===== src/sv/oesm_pkg.sv =====
// Shared widths, codes and constants of the operating envelope state machine.
package oesm_pkg;

    localparam int SCORE_W   = 18;
    localparam int TIME_W    = 20;
    localparam int LEVEL_W   = 17;
    localparam int ZONE_W    = 2;
    localparam int HEALTH_W  = 2;
    localparam int STATE_W   = 3;
    localparam int CFG_IDX_W = 2;

    // Effective score headroom: three Q1.16 scalings of an 18-bit score stay
    // well inside 22 signed bits.
    localparam int EFF_W     = 22;
    localparam int ACC_W     = EFF_W + 1;
    localparam int FRAC_W    = 16;
    localparam int CNT_W     = 5;
    localparam int PASS_W    = 2;

    localparam int S_TDATA_W = 72;
    localparam int M_TDATA_W = 8;

    // Envelope state codes as they appear on the result channel
    typedef enum logic [STATE_W-1:0] {
        ENV_IN     = 3'd0,
        ENV_EDGE   = 3'd1,
        ENV_PREP   = 3'd2,
        ENV_ACTIVE = 3'd3,
        ENV_OUT    = 3'd4,
        ENV_OVER   = 3'd5
    } env_state_t;

    typedef enum logic [CFG_IDX_W-1:0] {
        REG_EDGE_ENTER = 2'd0,
        REG_OUT_ENTER  = 2'd1,
        REG_DEGRADE    = 2'd2
    } cfg_index_t;

    localparam logic [ZONE_W-1:0]   ZONE_C          = 2'd2;
    localparam logic [HEALTH_W-1:0] HEALTH_DEGRADED = 2'd1;
    localparam logic [HEALTH_W-1:0] HEALTH_CRITICAL = 2'd2;

    localparam logic [LEVEL_W-1:0] EDGE_ENTER_RST = 17'd45875;
    localparam logic [LEVEL_W-1:0] OUT_ENTER_RST  = 17'd19661;
    localparam logic [LEVEL_W-1:0] DEGRADE_RST    = 17'd52429;
    localparam logic [LEVEL_W-1:0] Q_ONE          = 17'd65536;
    localparam logic [LEVEL_W-1:0] Q_HEARTBEAT    = 17'd45875;
    localparam logic [LEVEL_W-1:0] Q_ZONE_C_OUT   = 17'd39322;

endpackage


===== src/sv/operating_envelope_state_machine.sv =====
// Top level of the operating envelope state machine with its bit-serial scaler.
//
// Usage: one beat on the s_ channel carries one control tick (score, times,
// event flags, zone, health; score_invalid rides in s_tuser). One beat on the
// m_ channel carries the resulting envelope state and a state-changed flag.
// Thresholds and the degrade factor must be written through the cfg_ port only
// while the block is idle, which the block does not enforce; writes to index 3 are ignored.
//
// Scaling: the effective score is built by three Q1.16 scaling passes
// (degraded health, stale input, lost heartbeat) through one shift-add
// multiplier that consumes one factor bit per cycle. A pass that does not
// apply multiplies by exactly 1.0. A final decision step then sets the result
// beat; the block accepts no new tick until that decision is done.
//
// The result sits in an output register, so the next tick is accepted while
// an earlier result still waits. If the receiver stalls, the finished
// decision holds (and the envelope state is not updated) until the output
// register frees up; s_tready stays low meanwhile.
//
// Reset: the envelope state returns to In, the registers take their default
// levels (0.7, 0.3, 0.8), and both channels come up empty.
module operating_envelope_state_machine (
    input  logic                                 clk,
    input  logic                                 rst_n,
    // s_tdata: score[17:0], time_to_limit[37:18], time_to_safe_stop[57:38],
    // override_on[58], reflex_on[59], alert_critical[60],
    // alert_stop_required[61], primary_stale[62], heartbeat_lost[63],
    // zone[65:64], health[67:66], zero pad[71:68]
    input  logic                                 s_tvalid,
    output logic                                 s_tready,
    input  logic [oesm_pkg::S_TDATA_W-1:0]       s_tdata,
    // s_tuser: score_invalid[0]
    input  logic                                 s_tuser,
    output logic                                 m_tvalid,
    input  logic                                 m_tready,
    // m_tdata: envelope_state[2:0], state_changed[3], zero pad[7:4]
    output logic [oesm_pkg::M_TDATA_W-1:0]       m_tdata,
    input  logic                                 cfg_we,
    input  logic [oesm_pkg::CFG_IDX_W-1:0]       cfg_index,
    input  logic [oesm_pkg::LEVEL_W-1:0]         cfg_data
);

    // Control sequencer: idle, serial scaling, final decision
    typedef enum logic [2:0] {
        FSM_IDLE   = 3'b001,
        FSM_MUL    = 3'b010,
        FSM_FINISH = 3'b100
    } fsm_t;

    // Fields of the tick that the decision needs after the scaling passes
    typedef struct packed {
        logic                              invalid;
        logic [oesm_pkg::TIME_W-1:0]       tdl;
        logic [oesm_pkg::TIME_W-1:0]       tmr;
        logic                              override_on;
        logic                              reflex_on;
        logic                              critical;
        logic                              stop_req;
        logic                              stale;
        logic                              hb_lost;
        logic [oesm_pkg::ZONE_W-1:0]       zone;
        logic [oesm_pkg::HEALTH_W-1:0]     health;
    } tick_t;

    localparam logic [oesm_pkg::CNT_W-1:0]  CNT_LAST  = oesm_pkg::CNT_W'(oesm_pkg::FRAC_W);
    localparam logic [oesm_pkg::PASS_W-1:0] PASS_LAST = 2'd2;

    fsm_t                                  fsm_reg, fsm_next;
    tick_t                                 tick_reg, tick_next;
    logic signed [oesm_pkg::EFF_W-1:0]     eff_reg, eff_next;
    logic signed [oesm_pkg::ACC_W-1:0]     acc_reg, acc_next;
    logic [oesm_pkg::LEVEL_W-1:0]          mplr_reg, mplr_next;
    logic [oesm_pkg::CNT_W-1:0]            cnt_reg, cnt_next;
    logic [oesm_pkg::PASS_W-1:0]           pass_reg, pass_next;
    oesm_pkg::env_state_t                  cur_reg, cur_next;
    logic                                  m_tvalid_reg, m_tvalid_next;
    logic [oesm_pkg::M_TDATA_W-1:0]        m_tdata_reg, m_tdata_next;
    logic [oesm_pkg::LEVEL_W-1:0]          edge_lvl_reg, edge_lvl_next;
    logic [oesm_pkg::LEVEL_W-1:0]          out_lvl_reg, out_lvl_next;
    logic [oesm_pkg::LEVEL_W-1:0]          degrade_reg, degrade_next;

    logic                                  in_beat;
    logic                                  out_free;
    logic signed [oesm_pkg::ACC_W-1:0]     addend;
    logic signed [oesm_pkg::ACC_W-1:0]     sum;
    logic [oesm_pkg::LEVEL_W-1:0]          factor;
    logic [oesm_pkg::PASS_W-1:0]           pass_up;
    tick_t                                 tick_up;
    logic [oesm_pkg::LEVEL_W-1:0]          out_thr;
    logic signed [oesm_pkg::EFF_W-1:0]     edge_s;
    logic signed [oesm_pkg::EFF_W-1:0]     out_s;
    oesm_pkg::env_state_t                  ord_state;
    oesm_pkg::env_state_t                  decided;
    tick_t                                 s_tick;

    assign s_tready = (fsm_reg == FSM_IDLE);
    assign in_beat  = s_tvalid && s_tready;
    assign out_free = !m_tvalid_reg || m_tready;
    assign m_tvalid = m_tvalid_reg;
    assign m_tdata  = m_tdata_reg;

    assign s_tick.invalid     = s_tuser;
    assign s_tick.tdl         = s_tdata[37:18];
    assign s_tick.tmr         = s_tdata[57:38];
    assign s_tick.override_on = s_tdata[58];
    assign s_tick.reflex_on   = s_tdata[59];
    assign s_tick.critical    = s_tdata[60];
    assign s_tick.stop_req    = s_tdata[61];
    assign s_tick.stale       = s_tdata[62];
    assign s_tick.hb_lost     = s_tdata[63];
    assign s_tick.zone        = s_tdata[65:64];
    assign s_tick.health      = s_tdata[67:66];

    // Pass about to start and the tick it scales: the first pass of a new
    // tick from idle, else the pass after the current one
    assign pass_up = (fsm_reg == FSM_IDLE) ? '0 : pass_reg + 1'b1;
    assign tick_up = (fsm_reg == FSM_IDLE) ? s_tick : tick_reg;

    // Factor of the pass about to start; 1.0 leaves the score untouched
    always_comb
    begin
        case (pass_up)
            2'd0:    factor = (tick_up.health == oesm_pkg::HEALTH_DEGRADED) ?
                              degrade_reg : oesm_pkg::Q_ONE;
            2'd1:    factor = tick_up.stale ? degrade_reg : oesm_pkg::Q_ONE;
            2'd2:    factor = tick_up.hb_lost ? oesm_pkg::Q_HEARTBEAT : oesm_pkg::Q_ONE;
            default: factor = oesm_pkg::Q_ONE;
        endcase
    end

    // One shift-add step: add the score if the factor bit is set, then shift
    // the partial product right. After the last bit the sum is the product
    // floored by 2^16.
    assign addend = mplr_reg[0] ? {eff_reg[oesm_pkg::EFF_W-1], eff_reg} : '0;
    assign sum    = acc_reg + addend;

    // Zone C raises the out threshold to at least 0.6
    assign out_thr = ((tick_reg.zone == oesm_pkg::ZONE_C) &&
                      (out_lvl_reg < oesm_pkg::Q_ZONE_C_OUT)) ?
                     oesm_pkg::Q_ZONE_C_OUT : out_lvl_reg;
    assign edge_s  = $signed({{(oesm_pkg::EFF_W-oesm_pkg::LEVEL_W){1'b0}}, edge_lvl_reg});
    assign out_s   = $signed({{(oesm_pkg::EFF_W-oesm_pkg::LEVEL_W){1'b0}}, out_thr});

    // Ordinary transitions on the effective score
    always_comb
    begin
        case (cur_reg)
            oesm_pkg::ENV_IN:
            begin
                if (eff_reg <= 0 || eff_reg < out_s)
                    ord_state = oesm_pkg::ENV_OUT;
                else if (eff_reg < edge_s)
                    ord_state = oesm_pkg::ENV_EDGE;
                else
                    ord_state = oesm_pkg::ENV_IN;
            end
            oesm_pkg::ENV_EDGE:
            begin
                if (eff_reg >= edge_s)
                    ord_state = oesm_pkg::ENV_IN;
                else if (eff_reg < out_s)
                    ord_state = oesm_pkg::ENV_OUT;
                else if (tick_reg.tdl <= tick_reg.tmr)
                    ord_state = oesm_pkg::ENV_PREP;
                else
                    ord_state = oesm_pkg::ENV_EDGE;
            end
            oesm_pkg::ENV_PREP:
                ord_state = tick_reg.stop_req ? oesm_pkg::ENV_ACTIVE : oesm_pkg::ENV_PREP;
            oesm_pkg::ENV_ACTIVE:
                ord_state = (!tick_reg.critical && eff_reg >= edge_s) ?
                            oesm_pkg::ENV_IN : oesm_pkg::ENV_ACTIVE;
            default:
            begin
                if (eff_reg >= edge_s)
                    ord_state = oesm_pkg::ENV_IN;
                else if (eff_reg >= out_s)
                    ord_state = oesm_pkg::ENV_EDGE;
                else
                    ord_state = oesm_pkg::ENV_OUT;
            end
        endcase
    end

    // Priority checks ahead of the ordinary transitions
    always_comb
    begin
        if (tick_reg.override_on || tick_reg.reflex_on)
            decided = oesm_pkg::ENV_OVER;
        else if (tick_reg.invalid)
            decided = oesm_pkg::ENV_OUT;
        else if (tick_reg.critical || tick_reg.stop_req ||
                 tick_reg.health == oesm_pkg::HEALTH_CRITICAL)
            decided = oesm_pkg::ENV_PREP;
        else
            decided = ord_state;
    end

    always_comb
    begin
        fsm_next      = fsm_reg;
        tick_next     = tick_reg;
        eff_next      = eff_reg;
        acc_next      = acc_reg;
        mplr_next     = mplr_reg;
        cnt_next      = cnt_reg;
        pass_next     = pass_reg;
        cur_next      = cur_reg;
        m_tvalid_next = m_tvalid_reg;
        m_tdata_next  = m_tdata_reg;
        edge_lvl_next = edge_lvl_reg;
        out_lvl_next  = out_lvl_reg;
        degrade_next  = degrade_reg;

        if (m_tvalid_reg && m_tready)
            m_tvalid_next = 1'b0;

        if (cfg_we)
        begin
            case (cfg_index)
                oesm_pkg::REG_EDGE_ENTER: edge_lvl_next = cfg_data;
                oesm_pkg::REG_OUT_ENTER:  out_lvl_next  = cfg_data;
                oesm_pkg::REG_DEGRADE:    degrade_next  = cfg_data;
                default:                  ;
            endcase
        end

        case (fsm_reg)
            FSM_IDLE:
            begin
                if (in_beat)
                begin
                    tick_next = s_tick;
                    eff_next  = oesm_pkg::EFF_W'($signed(s_tdata[oesm_pkg::SCORE_W-1:0]));
                    acc_next  = '0;
                    cnt_next  = '0;
                    pass_next = '0;
                    mplr_next = factor;
                    fsm_next  = FSM_MUL;
                end
            end
            FSM_MUL:
            begin
                acc_next  = sum >>> 1;
                mplr_next = mplr_reg >> 1;
                cnt_next  = cnt_reg + 1'b1;
                if (cnt_reg == CNT_LAST)
                begin
                    eff_next = sum[oesm_pkg::EFF_W-1:0];
                    acc_next = '0;
                    cnt_next = '0;
                    if (pass_reg == PASS_LAST)
                        fsm_next = FSM_FINISH;
                    else
                    begin
                        pass_next = pass_reg + 1'b1;
                        mplr_next = factor;
                    end
                end
            end
            FSM_FINISH:
            begin
                // Hold the decision until the output register frees up
                if (out_free)
                begin
                    cur_next      = decided;
                    m_tvalid_next = 1'b1;
                    m_tdata_next  = {4'b0, (decided != cur_reg), decided};
                    fsm_next      = FSM_IDLE;
                end
            end
            default:
                fsm_next = FSM_IDLE;
        endcase
    end

    always_ff @(posedge clk or negedge rst_n)
    begin
        if (!rst_n)
        begin
            fsm_reg      <= FSM_IDLE;
            cur_reg      <= oesm_pkg::ENV_IN;
            m_tvalid_reg <= 1'b0;
            cnt_reg      <= '0;
            pass_reg     <= '0;
            edge_lvl_reg <= oesm_pkg::EDGE_ENTER_RST;
            out_lvl_reg  <= oesm_pkg::OUT_ENTER_RST;
            degrade_reg  <= oesm_pkg::DEGRADE_RST;
        end
        else
        begin
            fsm_reg      <= fsm_next;
            cur_reg      <= cur_next;
            m_tvalid_reg <= m_tvalid_next;
            cnt_reg      <= cnt_next;
            pass_reg     <= pass_next;
            edge_lvl_reg <= edge_lvl_next;
            out_lvl_reg  <= out_lvl_next;
            degrade_reg  <= degrade_next;
        end
    end

    always_ff @(posedge clk)
    begin
        tick_reg    <= tick_next;
        eff_reg     <= eff_next;
        acc_reg     <= acc_next;
        mplr_reg    <= mplr_next;
        m_tdata_reg <= m_tdata_next;
    end

endmodule


===== config.mk =====
export PLATFORM = sky130hd
export DESIGN_NAME = operating_envelope_state_machine
export DESIGN_NICKNAME = d
export VERILOG_FILES = /design/src/sv/oesm_pkg.sv /design/src/sv/operating_envelope_state_machine.sv
export SDC_FILE = /design/constraint.sdc
export NUM_CORES = 1
export LEC_CHECK = 0
export ABC_AREA = 1
export CAP_MARGIN = 20
export CORE_ASPECT_RATIO = 1.25
export CORE_MARGIN = 2
export CORE_UTILIZATION = 53
export CTS_CLUSTER_DIAMETER = 120
export DETAILED_ROUTE_END_ITERATION = 8
export DONT_BUFFER_PORTS = 1
export HOLD_SLACK_MARGIN = 0.12
export PLACE_DENSITY = 0.71
export SKIP_LAST_GASP = 1
export SYNTH_ARGS = -nofsm -noshare
export SYNTH_HDL_FRONTEND = slang
export SYNTH_SLANG_ARGS = --single-unit

===== constraint.sdc =====
create_clock -name clk -period 5.5 [get_ports clk]
set_clock_uncertainty 0.2 [all_clocks]
set_input_delay 0.825 -clock clk [delete_from_list [all_inputs] [get_ports clk]]
set_output_delay 0.825 -clock clk [all_outputs]
set_load 0.01 [all_outputs]

Word level (Yosys, flattened, before mapping)
Index checks and enable logic that the tools add are counted.
{"block": "totals", "mem_count": 0, "out_inout_bits": 10, "in_bits": 97, "wordCells": 124, "ff_bits": 182, "latch_bits": 0, "ramBits": 0, "romBits": 0}
{"block": "op_classes", "mux": 46, "reduce_logical": 24, "div": 0, "n_bitwise": 0, "magnitude_cmp": 7, "eq_ne": 21, "addsub": 3, "shifts": 0, "multipliers": 0}
{"operator": "$mux 17", "n": 7}
{"operator": "$mux 23", "n": 3}
{"operator": "$pmux 17 s3", "n": 1}
{"operator": "$pmux 23 s2", "n": 1}
{"operator": "$ge 22x18->1", "n": 2}
{"operator": "$lt 22x18->1", "n": 2}
{"operator": "$mux 22", "n": 2}
{"operator": "$pmux 22 s2", "n": 1}
{"operator": "$mux 3", "n": 12}
{"operator": "$pmux 17 s2", "n": 1}
{"operator": "$add 23x23->23", "n": 1}
{"operator": "$le 22x1->1 const B", "n": 1}
{"operator": "$le 20x20->1", "n": 1}
{"operator": "$lt 17x16->1 const B", "n": 1}
{"operator": "$mux 2", "n": 6}
{"operator": "$pmux 3 s4", "n": 1}
{"operator": "$reduce_and 2->1", "n": 6}
{"operator": "$eq 2x2->1 const B", "n": 5}
{"operator": "$mux 5", "n": 2}
{"operator": "$pmux 5 s2", "n": 1}
{"operator": "$eq 3x2->1 const B", "n": 3}
{"operator": "$pmux 3 s3", "n": 1}
{"operator": "$ne 2x2->1 const B", "n": 4}
{"operator": "$reduce_and 4->1", "n": 2}
{"operator": "18 further kinds", "n": 34}

Longest topological paths before layout
Gate-level depths: netlist (run 1).
{"block": "logic_depth", "depth_word": 11, "mapped_depth": 26, "mapped_depth_nobuf": 26}

Worst setup path before layout (run 1)
OpenSTA, ideal clock, no wires.
{"block": "synth_path", "kind": "register -> register", "from": "register cnt_reg[0] in the netlist's numbering", "to": "register eff_reg[0] in the netlist's numbering, enable pin", "setup_ns": 0.377, "period_less_slack_ns": 5.652, "path_buffers": 0, "path_stages_with_launch": 13, "required_ns": 4.923, "arrival_time_ns": 5.075, "setup_slack_ns": -0.152, "cell_sequence": "dfrtp_1 inv_1 ha_1 nand4_1 nand2_1 o21ai_1 nor2_1 nand2_1 nor2_1 inv_2 nand2_1 nand2_1 inv_1"}
{"block": "synth_between", "elab_chain_cells": 3}
{"element": "start, declared", "line": "operating_envelope_state_machine.sv:73", "text": "logic [oesm_pkg::CNT_W-1:0] cnt_reg, cnt_next;"}
{"element": "start signal, assigned", "line": "operating_envelope_state_machine.sv:295", "text": "cnt_reg <= cnt_next;"}
{"element": "$eq 5x5->1", "line": "operating_envelope_state_machine.sv:247", "text": "if (cnt_reg == CNT_LAST)"}
{"element": "$ne 2x2->1 (no line)"}
{"element": "$reduce_and 3->1 (no line)"}
{"element": "end signal, assigned", "line": "operating_envelope_state_machine.sv:306", "text": "eff_reg <= eff_next;"}
{"element": "end, declared", "line": "operating_envelope_state_machine.sv:70", "text": "logic signed [oesm_pkg::EFF_W-1:0] eff_reg, eff_next;"}
Every way passes these cells.
A chain may end at the register's enable or synchronous reset.

Worst setup path in the final report (run 1)
{"block": "layout_path", "from": "register out_lvl_reg[2] in the netlist's numbering", "to": "register m_tdata_reg, in the netlist m_tdata[3], data pin"}
{"block": "layout_between", "elab_chain_cells": 11, "elab_cells_between_ends": 16, "cone_classes": "order compare (3); eq/ne (1); mux (10); reduce/logical (2)"}
{"element": "start, declared", "line": "operating_envelope_state_machine.sv:79", "text": "logic [oesm_pkg::LEVEL_W-1:0] out_lvl_reg, out_lvl_next;"}
{"element": "start signal, assigned", "line": "operating_envelope_state_machine.sv:287", "text": "out_lvl_reg <= oesm_pkg::OUT_ENTER_RST;"}
{"element": "start signal, assigned", "line": "operating_envelope_state_machine.sv:298", "text": "out_lvl_reg <= out_lvl_next;"}
{"element": "$lt 17x16->1", "line": "operating_envelope_state_machine.sv:139", "text": "(out_lvl_reg < oesm_pkg::Q_ZONE_C_OUT)) ?"}
{"element": "$logic_and 1x1->1", "line": "operating_envelope_state_machine.sv:138", "text": "assign out_thr = ((tick_reg.zone == oesm_pkg::ZONE_C) &&"}
{"element": "$mux 17 (*)", "line": "operating_envelope_state_machine.sv:139"}
{"element": "$ge 22x18->1 / $lt 22x18->1 (equally long branches)", "line": "operating_envelope_state_machine.sv:177, operating_envelope_state_machine.sv:150, operating_envelope_state_machine.sv:161"}
{"element": "$mux 3 (tied with other cells)", "line": "operating_envelope_state_machine.sv:177", "text": "else if (eff_reg >= out_s)"}
{"element": "$mux 3, on equally long branches", "line": "operating_envelope_state_machine.sv:175, operating_envelope_state_machine.sv:150, operating_envelope_state_machine.sv:159"}
{"element": "$pmux 3 s4 (*)", "line": "operating_envelope_state_machine.sv:147", "text": "case (cur_reg)"}
{"element": "$mux 3 (*)", "line": "operating_envelope_state_machine.sv:192", "text": "else if (tick_reg.critical || tick_reg.stop_req ||"}
{"element": "$mux 3 (*)", "line": "operating_envelope_state_machine.sv:190", "text": "else if (tick_reg.invalid)"}
{"element": "$mux 3 (*)", "line": "operating_envelope_state_machine.sv:188", "text": "if (tick_reg.override_on || tick_reg.reflex_on)"}
{"element": "net decided[0]", "line": "operating_envelope_state_machine.sv:93", "text": "oesm_pkg::env_state_t decided;"}
{"element": "$ne 3x3->1 (*)", "line": "operating_envelope_state_machine.sv:268", "text": "m_tdata_next = {4'b0, (decided != cur_reg), decided};"}
{"element": "end signal, assigned", "line": "operating_envelope_state_machine.sv:309", "text": "m_tdata_reg <= m_tdata_next;"}
{"element": "end, declared", "line": "operating_envelope_state_machine.sv:77", "text": "logic [oesm_pkg::M_TDATA_W-1:0] m_tdata_reg, m_tdata_next;"}
The timed path passes the listed nets; every way through them passes the cells marked *.

==> impl_summary.txt, run 1 <==
----------------------------------------------------
[Run status]
  Outcome ... complete, no violations

[Setup path]
  Worst path bufs/invs ... 2
  CP Data Required Time ... 5.49 ns
  Most Frequent Cell on Critical Path ... sky130_fd_sc_hd__nand2_1
  Worst endpoint data arrival time ... 3.74 ns
  Cell chain of the critical path ... o211ai_1, a21oi_1, inv_1, a211oi_1, o31ai_1, nand2_1, nand2_1, ha_1, nand2_1, nor2_1, nand2_1, nor2_1, nand2_1, nand3_1, nand2_1, inv_1, o21ai_0, a21oi_1, nand2_1, nand2_1, nand2_1, nand2_1, nand2_1
  CP max stage cell ... sky130_fd_sc_hd__dfstp_2
  Type of the setup path with the least slack ... reg2reg
  Crit path launch ... out_lvl_reg[2]
  Nature of the critical path endpoint ... register
  Startpoint of the worst register-to-register path ... out_lvl_reg[2]
  Maximum fanout encountered on the critical timing path ... 15
  Worst path max stage delay ... 0.55 ns
  CP startpoint kind ... register
  Kind of cell adding the most delay to the critical path ... simple AND/OR/NAND/NOR gates

[Synthesis]
  Synth top area cells ... sky130_fd_sc_hd__edfxtp_1 (35%), sky130_fd_sc_hd__ha_1 (9.9%), sky130_fd_sc_hd__nand2_1 (9.8%)
  Most numerous cell in the Yosys netlist ... sky130_fd_sc_hd__nand2_1
  Flip-flop and latch count after synthesis ... 181
  Top-area cell type share of the netlist area ... 35.0%
  Post-Syn Area per Cell ... 9.04 um2
  Synth area leader ... sky130_fd_sc_hd__edfxtp_1
  Post-synthesis async set-or-reset flop share ... 35.9%
  Fraction of the yosys area taken by sequential cells ... 51.7%
  Number of flops mapped to enable cells by yosys ... 116
  Unique masters post-synth ... 45
  Number of instances in the synthesized netlist ... 1,102
  Most used flip-flop cell after synthesis ... sky130_fd_sc_hd__edfxtp_1
  Post-synthesis instance area ... 9960 um2
  Cell types with the highest counts after synthesis ... sky130_fd_sc_hd__nand2_1 (261), sky130_fd_sc_hd__inv_1 (172), sky130_fd_sc_hd__edfxtp_1 (116)
  Total of warnings raised by yosys ... 0

[Timing]
  Max-slew violation total from the final report ... 0
  RSZ-0062 raised after global routing ... no
  Finish-stage setup viols ... 0
  Count of endpoints failing hold in the final timing report ... 0
  Setup TNS ... 0 ns
  Final worst path period need ... 3.75 ns
  Actual transition at the worst max-transition pin ... 0.973 ns
  Remaining max-slew budget at the tightest pin ... 35.0%
  Worst Setup Slack, final ... 1.75 ns
  Ratio of final minimum period to clock period ... 68.1%
  Highest clock frequency the design can meet ... 267 MHz

[Die]
  Die boundary height ... 157 um
  I/O pin count ... 107
  Number of cell rows ... 56
  Horizontal die dimension ... 127 um
  Die outline area ... 19,900 um2
  Effective utilization at floorplan ... 53.6%
  Total core area ... 18,600 um2

[Hold path]
  HP Class ... in2reg
  Beginning of the worst hold path ... s_tdata[66]

[Route]
  Detailed Route Iter0 Violations ... 457
  Iteration count of the initial detailed-routing pass ... 5
  DRC viols ... 0
  Vias per inst ... 5.37
  Average wire per cell in the routed design ... 15.4 um
  Wirelength, routed ... 20,800 um
  Routed Antenna Nets ... 0
  Total number of vias ... 7,251

[Cells and area]
  Finished layout cell area ... 10,800 um2
  Layout Cells excl Fill ... 1,350
  Reg area ... 5140 um2
  Flip-flop count of the largest register after layout ... 51
  Proportion of layout cells with a drive suffix above 1 ... 7.07%
  # diodes ... 0
  Area of combinational cells with multiple inputs ... 4040 um2
  Layout Utilization ... 58.3%
  Fillers ... 1,637
  Relative area change from synthesis to final layout ... 8.76%
  Number of nets in the finished design ... 1,282

[Power]
  Maximum ir drop on the vdd rail ... 0.630 mV
  Power per cell area ... 605 nW/um2
  Leak Pwr ... 5.03 nW

[Global route]
  Number of antenna violations at the first check in global routing ... 0
  Overflow left after global routing ... 0
  GR met2 Demand/Resource ... 36.5%
  Vias in the first global route ... 6,948
  Pin count of the biggest net entering global routing ... 66
  First-pass GRT wire length ... 33,400 um
  Gr busiest metal ... met2
  Total routing usage reported by global routing ... 21.4%
  Global routing usage on met1 ... 26.7%
  Met3 track demand over resource ... 5.10%

[Placed design]
  DP Area ... 10,200 um2
  Last weighted congestion value of the routability-driven placer ... 0.887
  Total placed cells including tap cells ... 1,314
  Number of buffer cells added on primary ports ... 0
  Post-Place Setup Slack ... 1.78 ns
  Detailed placer's ending HPWL ... 15,300 um

[Clock network]
  Number of buffers on the longest clock path ... 2
  Number of sinks on the clock net ... 181
  Inserted Clock Buffers ... 17
  Post-CTS clock slew at the launch and capture registers of the worst setup and hold paths ... 0.08 ns
  Clock root cell ... sky130_fd_sc_hd__clkbuf_16
  Skew-Pair Late Insertion Delay ... 0.44 ns
  Number of H-tree levels ... 4
  Post-cts gate resize count ... 0
  TritonCTS clock tree ... built

[Job]
  # Max-Cap Violations ... 0

----------------------------------------------------
-- metal layers --
layer,vias up,wire [um]
met5,-,0
met4,0,422
met3,28,1120
met2,172,10100
met1,3399,9180
li1,3652,-
-- placed cells by master, fill, tap and decap left out, drive strengths merged, types with 3 or more instances in the layout --
cell type  netlist  final
a21oi           54     54
o21ai          106    106
dfrtp           38     38
edfxtp         116    116
xnor2            9      9
a32o             7      7
ha              79     79
nand4            9      9
a211oi           5      5
nor2            84     84
xor2            12     12
clkbuf          19     20
nand3           36     36
dfstp           27     27
o211ai           4      4
conb             1      4
a21o             3      3
o21bai           5      5
nand2          262    262
inv            177    186
buf              7      6
a31oi            4      4
o31ai            3      3
clkinv           2      5
o21a             4      4
nor3            18     18
-- cell families after synthesis --
logic type	count (synthesis)	synth area share (%)
AO/OA/AOI/OAI	198	11.2
XOR/XNOR	21	1.85
adder cells (fa/ha/maj)	80	10.1
buffers and inverters	205	8.02
flip-flops	181	51.7
multiplexers	1	0.101
other	1	0.0377
AND/OR/NAND/NOR	415	17.0
-- per-stage QoR --
step	total power [mW]	hold slack [ns]
floorplan	4.64	0.253
global placement	5.27	0.268
detailed placement	5.35	0.274
CTS	6.59	0.258
global route	7.12	0.253
finish	6.55	0.277
-- what timing repair did --
action | in CTS | in global routing
buffers inserted | 0 | 0
endpoints found under the hold margin | 65 | 0
hold buffers | 2 | 0
-- report_power, final --
| part | switching [mW] | internal [mW] | leakage (nW) |
|---|---|---|---|
| logic | 1.85 | 0.951 | 2.87 |
| registers | 0.328 | 2.21 | 1.87 |
| clock network | 0.572 | 0.642 | 0.291 |
| total | 2.75 | 3.80 | 5.03 |
-- path summary, 6_finish.rpt --
kind	slack, ns	depth (start not counted)	to
worst max-delay path	1.75	23	m_tdata[3]
worst min-delay path	0.28	0	tick_reg[0]
worst max register to register	1.75	23	m_tdata[3]
worst min register to register	0.29	2	edge_lvl_reg[2]
max in group asynchronous	4.05	2	edge_lvl_reg[0]
min in group asynchronous	0.71	2	degrade_reg[9]
-- worst reg2reg max path, cell delays in order (launching register included) --
cell and delay, ns:
sky130_fd_sc_hd__dfstp_2 0.55, sky130_fd_sc_hd__o211ai_1 0.11, sky130_fd_sc_hd__a21oi_1 0.15, sky130_fd_sc_hd__inv_1 0.05
sky130_fd_sc_hd__a211oi_1 0.23, sky130_fd_sc_hd__o31ai_1 0.10, sky130_fd_sc_hd__nand2_1 0.33, sky130_fd_sc_hd__nand2_1 0.11
sky130_fd_sc_hd__ha_1 0.31, sky130_fd_sc_hd__nand2_1 0.07, sky130_fd_sc_hd__nor2_1 0.13, sky130_fd_sc_hd__nand2_1 0.11
sky130_fd_sc_hd__nor2_1 0.12, sky130_fd_sc_hd__nand2_1 0.06, sky130_fd_sc_hd__nand3_1 0.13, sky130_fd_sc_hd__nand2_1 0.09
sky130_fd_sc_hd__inv_1 0.09, sky130_fd_sc_hd__o21ai_0 0.08, sky130_fd_sc_hd__a21oi_1 0.14, sky130_fd_sc_hd__nand2_1 0.08
sky130_fd_sc_hd__nand2_1 0.10, sky130_fd_sc_hd__nand2_1 0.06, sky130_fd_sc_hd__nand2_1 0.07, sky130_fd_sc_hd__nand2_1 0.05
-- area by class of cell --
type | count | share of cell area [%]
inverters | 179 | 6.20
clock buffers | 20 | 4.32
repair buffers | 7 | 0.913
clock inverters | 12 | 1.11
well taps | 232 | 2.68
flip-flops and latches | 181 | 47.5
multi-input cells | 719 | 37.3
Power figures use the tool's default switching activity.
==> run 2: changes to the inputs <==
==> constraint.sdc (replaced) <==
create_clock -name clk -period 3.37 [get_ports clk]
set_clock_uncertainty 0.2 [all_clocks]
set_input_delay 0.5055 -clock clk [delete_from_list [all_inputs] [get_ports clk]]
set_output_delay 0.5055 -clock clk [all_outputs]
set_load 0.01 [all_outputs]
==> run 2 against run 1 <==
Fmax grew 5.6%. Sequential share of layout area fell by 4.9 points. Via count up 7.4%. Die area unchanged. The run now ends with setup timing left. Non-clock buffer count up 104. Clock-buffer cell count down 2. Power up 72%. Critical endpoint unchanged. Largest power group unchanged. Global-route usage up 2.4 points.
==> impl_summary.txt, run 2 (synthesized netlist as in run 1, its figures left out) <==
----------------------------------------------------
[Placed design]
  Number of buffer cells added on primary ports ... 0 (unchanged)
  Total placed cells including tap cells ... 1,332 (+1.4%)
  Detailed placer's ending HPWL ... 15,900 um (+4.1%)
  Last weighted congestion value of the routability-driven placer ... 0.895 (+0.88%)

[Clock network]
  Clock root cell ... sky130_fd_sc_hd__clkbuf_16
  Number of buffers on the longest clock path ... 2 (unchanged)
  Post-CTS clock slew at the launch and capture registers of the worst setup and hold paths ... 0.07 ns (about the same)
  Inserted Clock Buffers ... 17 (unchanged)
  Skew-Pair Late Insertion Delay ... 0.43 ns (about the same)
  Number of H-tree levels ... 4 (unchanged)
  TritonCTS clock tree ... built
  Number of sinks on the clock net ... 181 (unchanged)

[Run status]
  Outcome ... complete, but fails checks
  Violated checks ... setup timing

[Route]
  Detailed Route Iter0 Violations ... 630 (+38%)
  Routed Antenna Nets ... 0 (unchanged)
  Total number of vias ... 7,790 (+7.4%)
  Average wire per cell in the routed design ... 15.9 um (+3.3%)
  Wirelength, routed ... 23,200 um (+11%)
  Iteration count of the initial detailed-routing pass ... 5 (unchanged)
  Vias per inst ... 5.36 (-0.25%)
  DRC viols ... 0 (unchanged)

[Setup path]
  Type of the setup path with the least slack ... reg2reg
  Nature of the critical path endpoint ... register
  CP startpoint kind ... register
  CP Data Required Time ... 3.36 ns (-2.13 ns)
  Worst endpoint data arrival time ... 3.54 ns (-0.20 ns)
  Maximum fanout encountered on the critical timing path ... 7 (-8)

[Cells and area]
  Proportion of layout cells with a drive suffix above 1 ... 11.5% (+4.5 points)
  # diodes ... 0 (unchanged)
  Relative area change from synthesis to final layout ... 21.2%
  Leading cell type in the layout, fill and taps excluded ... sky130_fd_sc_hd__nand2_1
  Layout Cells excl Fill ... 1,454 (+7.7%)
  Number of nets in the finished design ... 1,386 (+8.1%)
  Commonest non-fill, non-tap cells in the layout ... sky130_fd_sc_hd__nand2_1 (243), sky130_fd_sc_hd__inv_1 (168), sky130_fd_sc_hd__edfxtp_1 (116), sky130_fd_sc_hd__o21ai_0 (95), sky130_fd_sc_hd__dlygate4sd3_1 (85)
  Flip-flop count of the largest register after layout ... 51 (unchanged)

[Power]
  Leak Pwr ... 5.50 nW (+9.3%)
  Switching power ... 4.78 mW (+74%)
  Share of power burned in the clock network ... 17.3% (-1.2 points)
  Sequential fraction of design power ... 37.1% (-1.6 points)
  Power per cell area ... 931 nW/um2 (+54%)
  Gate power share ... 45.6% (+2.8 points)
  Total internal power ... 6.46 mW (+70%)
  Switching fraction of total power ... 42.5% (+0.55 points)
  Maximum ir drop on the vdd rail ... 1.00 mV (+59%)

[Die]
  Die boundary height ... 157 um (unchanged)
  Total core area ... 18,600 um2 (unchanged)
  Horizontal die dimension ... 127 um (unchanged)
  Number of cell rows ... 56 (unchanged)
  Die outline area ... 19,900 um2 (unchanged)
  I/O pin count ... 107 (unchanged)
  Effective utilization at floorplan ... 53.6% (unchanged)

[Timing]
  Actual transition at the worst max-transition pin ... 0.990 ns (+0.0167 ns)
  Max-slew violation total from the final report ... 0 (unchanged)
  Ratio of final minimum period to clock period ... 105% (+37 points)
  RSZ-0062 raised after global routing ... yes
  Finish-stage setup viols ... 5 (+5)
  Setup TNS ... -0.657 ns (-0.657 ns)
  Final worst path period need ... 3.55 ns (-0.197 ns)
  Count of endpoints failing hold in the final timing report ... 0 (unchanged)
  Worst Setup Slack, final ... -0.178 ns (-1.93 ns)
  Highest clock frequency the design can meet ... 282 MHz (+5.6%)
  Remaining max-slew budget at the tightest pin ... 33.8% (-1.2 points)

[Job]
  # Max-Cap Violations ... 0 (unchanged)

[Hold path]
  HP Class ... in2reg

[Global route]
  Total routing usage reported by global routing ... 23.8% (+2.4 points)
  First-pass GRT wire length ... 37,200 um (+12%)
  Number of antenna violations at the first check in global routing ... 0 (unchanged)
  Overflow left after global routing ... 0 (unchanged)
  Vias in the first global route ... 7,706 (+11%)
  Pin count of the biggest net entering global routing ... 66 (unchanged)

----------------------------------------------------
## run 2: cell count changes in the layout (fill, tap and decap cells not counted), sizes merged
cell,change
buf,+20
inv,-3
clkinvlp,+1
clkinv,+4
dlygate4sd3,+84
clkbuf,-2
## run 2: worst paths after layout
path | from | to | slack [ns] | cells past startpoint
worst max-delay path | out_lvl_reg[3] | m_tdata[3] | -0.18 | 25
worst min-delay path | s_tdata[4] | eff_reg[4] | 0.15 | 2
worst max register to register | out_lvl_reg[3] | m_tdata[3] | -0.18 | 25
worst min register to register | edge_lvl_reg[15] | edge_lvl_reg[15] | 0.29 | 2
max in group asynchronous | rst_n | out_lvl_reg[14] | 2.26 | 2
min in group asynchronous | rst_n | degrade_reg[9] | 0.38 | 2
## run 2: metrics by stage
step	total power [mW]	hold WS (ns)	worst slack (ns)	util (%)	area [um2]
floorplan	7.60	0.00991	0.0328	-	10000
global placement	8.72	0.0134	-0.0633	55.6	10300
detailed placement	8.89	0.0130	-0.118	55.6	10300
CTS	11.0	0.125	-0.0229	63.6	11800
global route	12.2	0.152	-0.424	65.0	12100
finish	11.2	0.149	-0.178	65.0	12100
## run 2: final cells by class
class,instances,area [um2]
clock buffer,18,439
clock inverter,14,141
fill,1441,6500
inverter,179,683
multi-input combinational,719,4260
sequential,181,5140
tap,232,290
timing repair buffer,111,1100
## run 2: what timing repair did
action | CTS | global route
pin swaps | 10 | 10
endpoints found under the hold margin | 176 | 0
setup buffers | 0 | 2
hold buffers | 86 | 0
gates resized for setup | 8 | 50
setup endpoints to repair | 6 | 7
cloned | 1 | 0
## run 2: power by group through the flow
stage | combinational [mW] | clock, mW | sequential (mW)
after global routing | 5.87 | 2.05 | 4.26
after detailed placement | 4.71 | 0 | 4.18
after CTS | 4.87 | 1.97 | 4.14
final | 5.12 | 1.94 | 4.17
after floorplan | 3.68 | 0 | 3.93
after global placement | 4.58 | 0 | 4.14
## run 2: worst max-delay path, cell delays in order (launching register included)
cell and delay, ns:
sky130_fd_sc_hd__dfstp_2 0.54, sky130_fd_sc_hd__o211ai_1 0.12, sky130_fd_sc_hd__a21oi_1 0.17, sky130_fd_sc_hd__inv_1 0.07
sky130_fd_sc_hd__a211oi_2 0.23, sky130_fd_sc_hd__o31ai_1 0.09, sky130_fd_sc_hd__nand2_1 0.11, sky130_fd_sc_hd__buf_6 0.16
sky130_fd_sc_hd__buf_6 0.11, sky130_fd_sc_hd__nand2_4 0.04, sky130_fd_sc_hd__ha_4 0.26, sky130_fd_sc_hd__nand2_2 0.04
sky130_fd_sc_hd__nor2_2 0.09, sky130_fd_sc_hd__nand2_2 0.09, sky130_fd_sc_hd__nor2_4 0.11, sky130_fd_sc_hd__nand2_2 0.08
sky130_fd_sc_hd__nand3_4 0.09, sky130_fd_sc_hd__nand3_2 0.08, sky130_fd_sc_hd__a21oi_2 0.14, sky130_fd_sc_hd__nand2_1 0.08
sky130_fd_sc_hd__nand3_2 0.08, sky130_fd_sc_hd__nand2_2 0.06, sky130_fd_sc_hd__nand2_1 0.08, sky130_fd_sc_hd__nand2_1 0.04
sky130_fd_sc_hd__nor2_1 0.09, sky130_fd_sc_hd__nand2_1 0.05
## run 2: layer usage
layer  global-route usage [%]  vias up  wire length [um]
met5                        0        -                 0
met4                     9.00        0               581
met3                     3.91       41              1120
met2                     42.3      197             11600
met1                     29.1     3693              9840
li1                         -     3859                 -
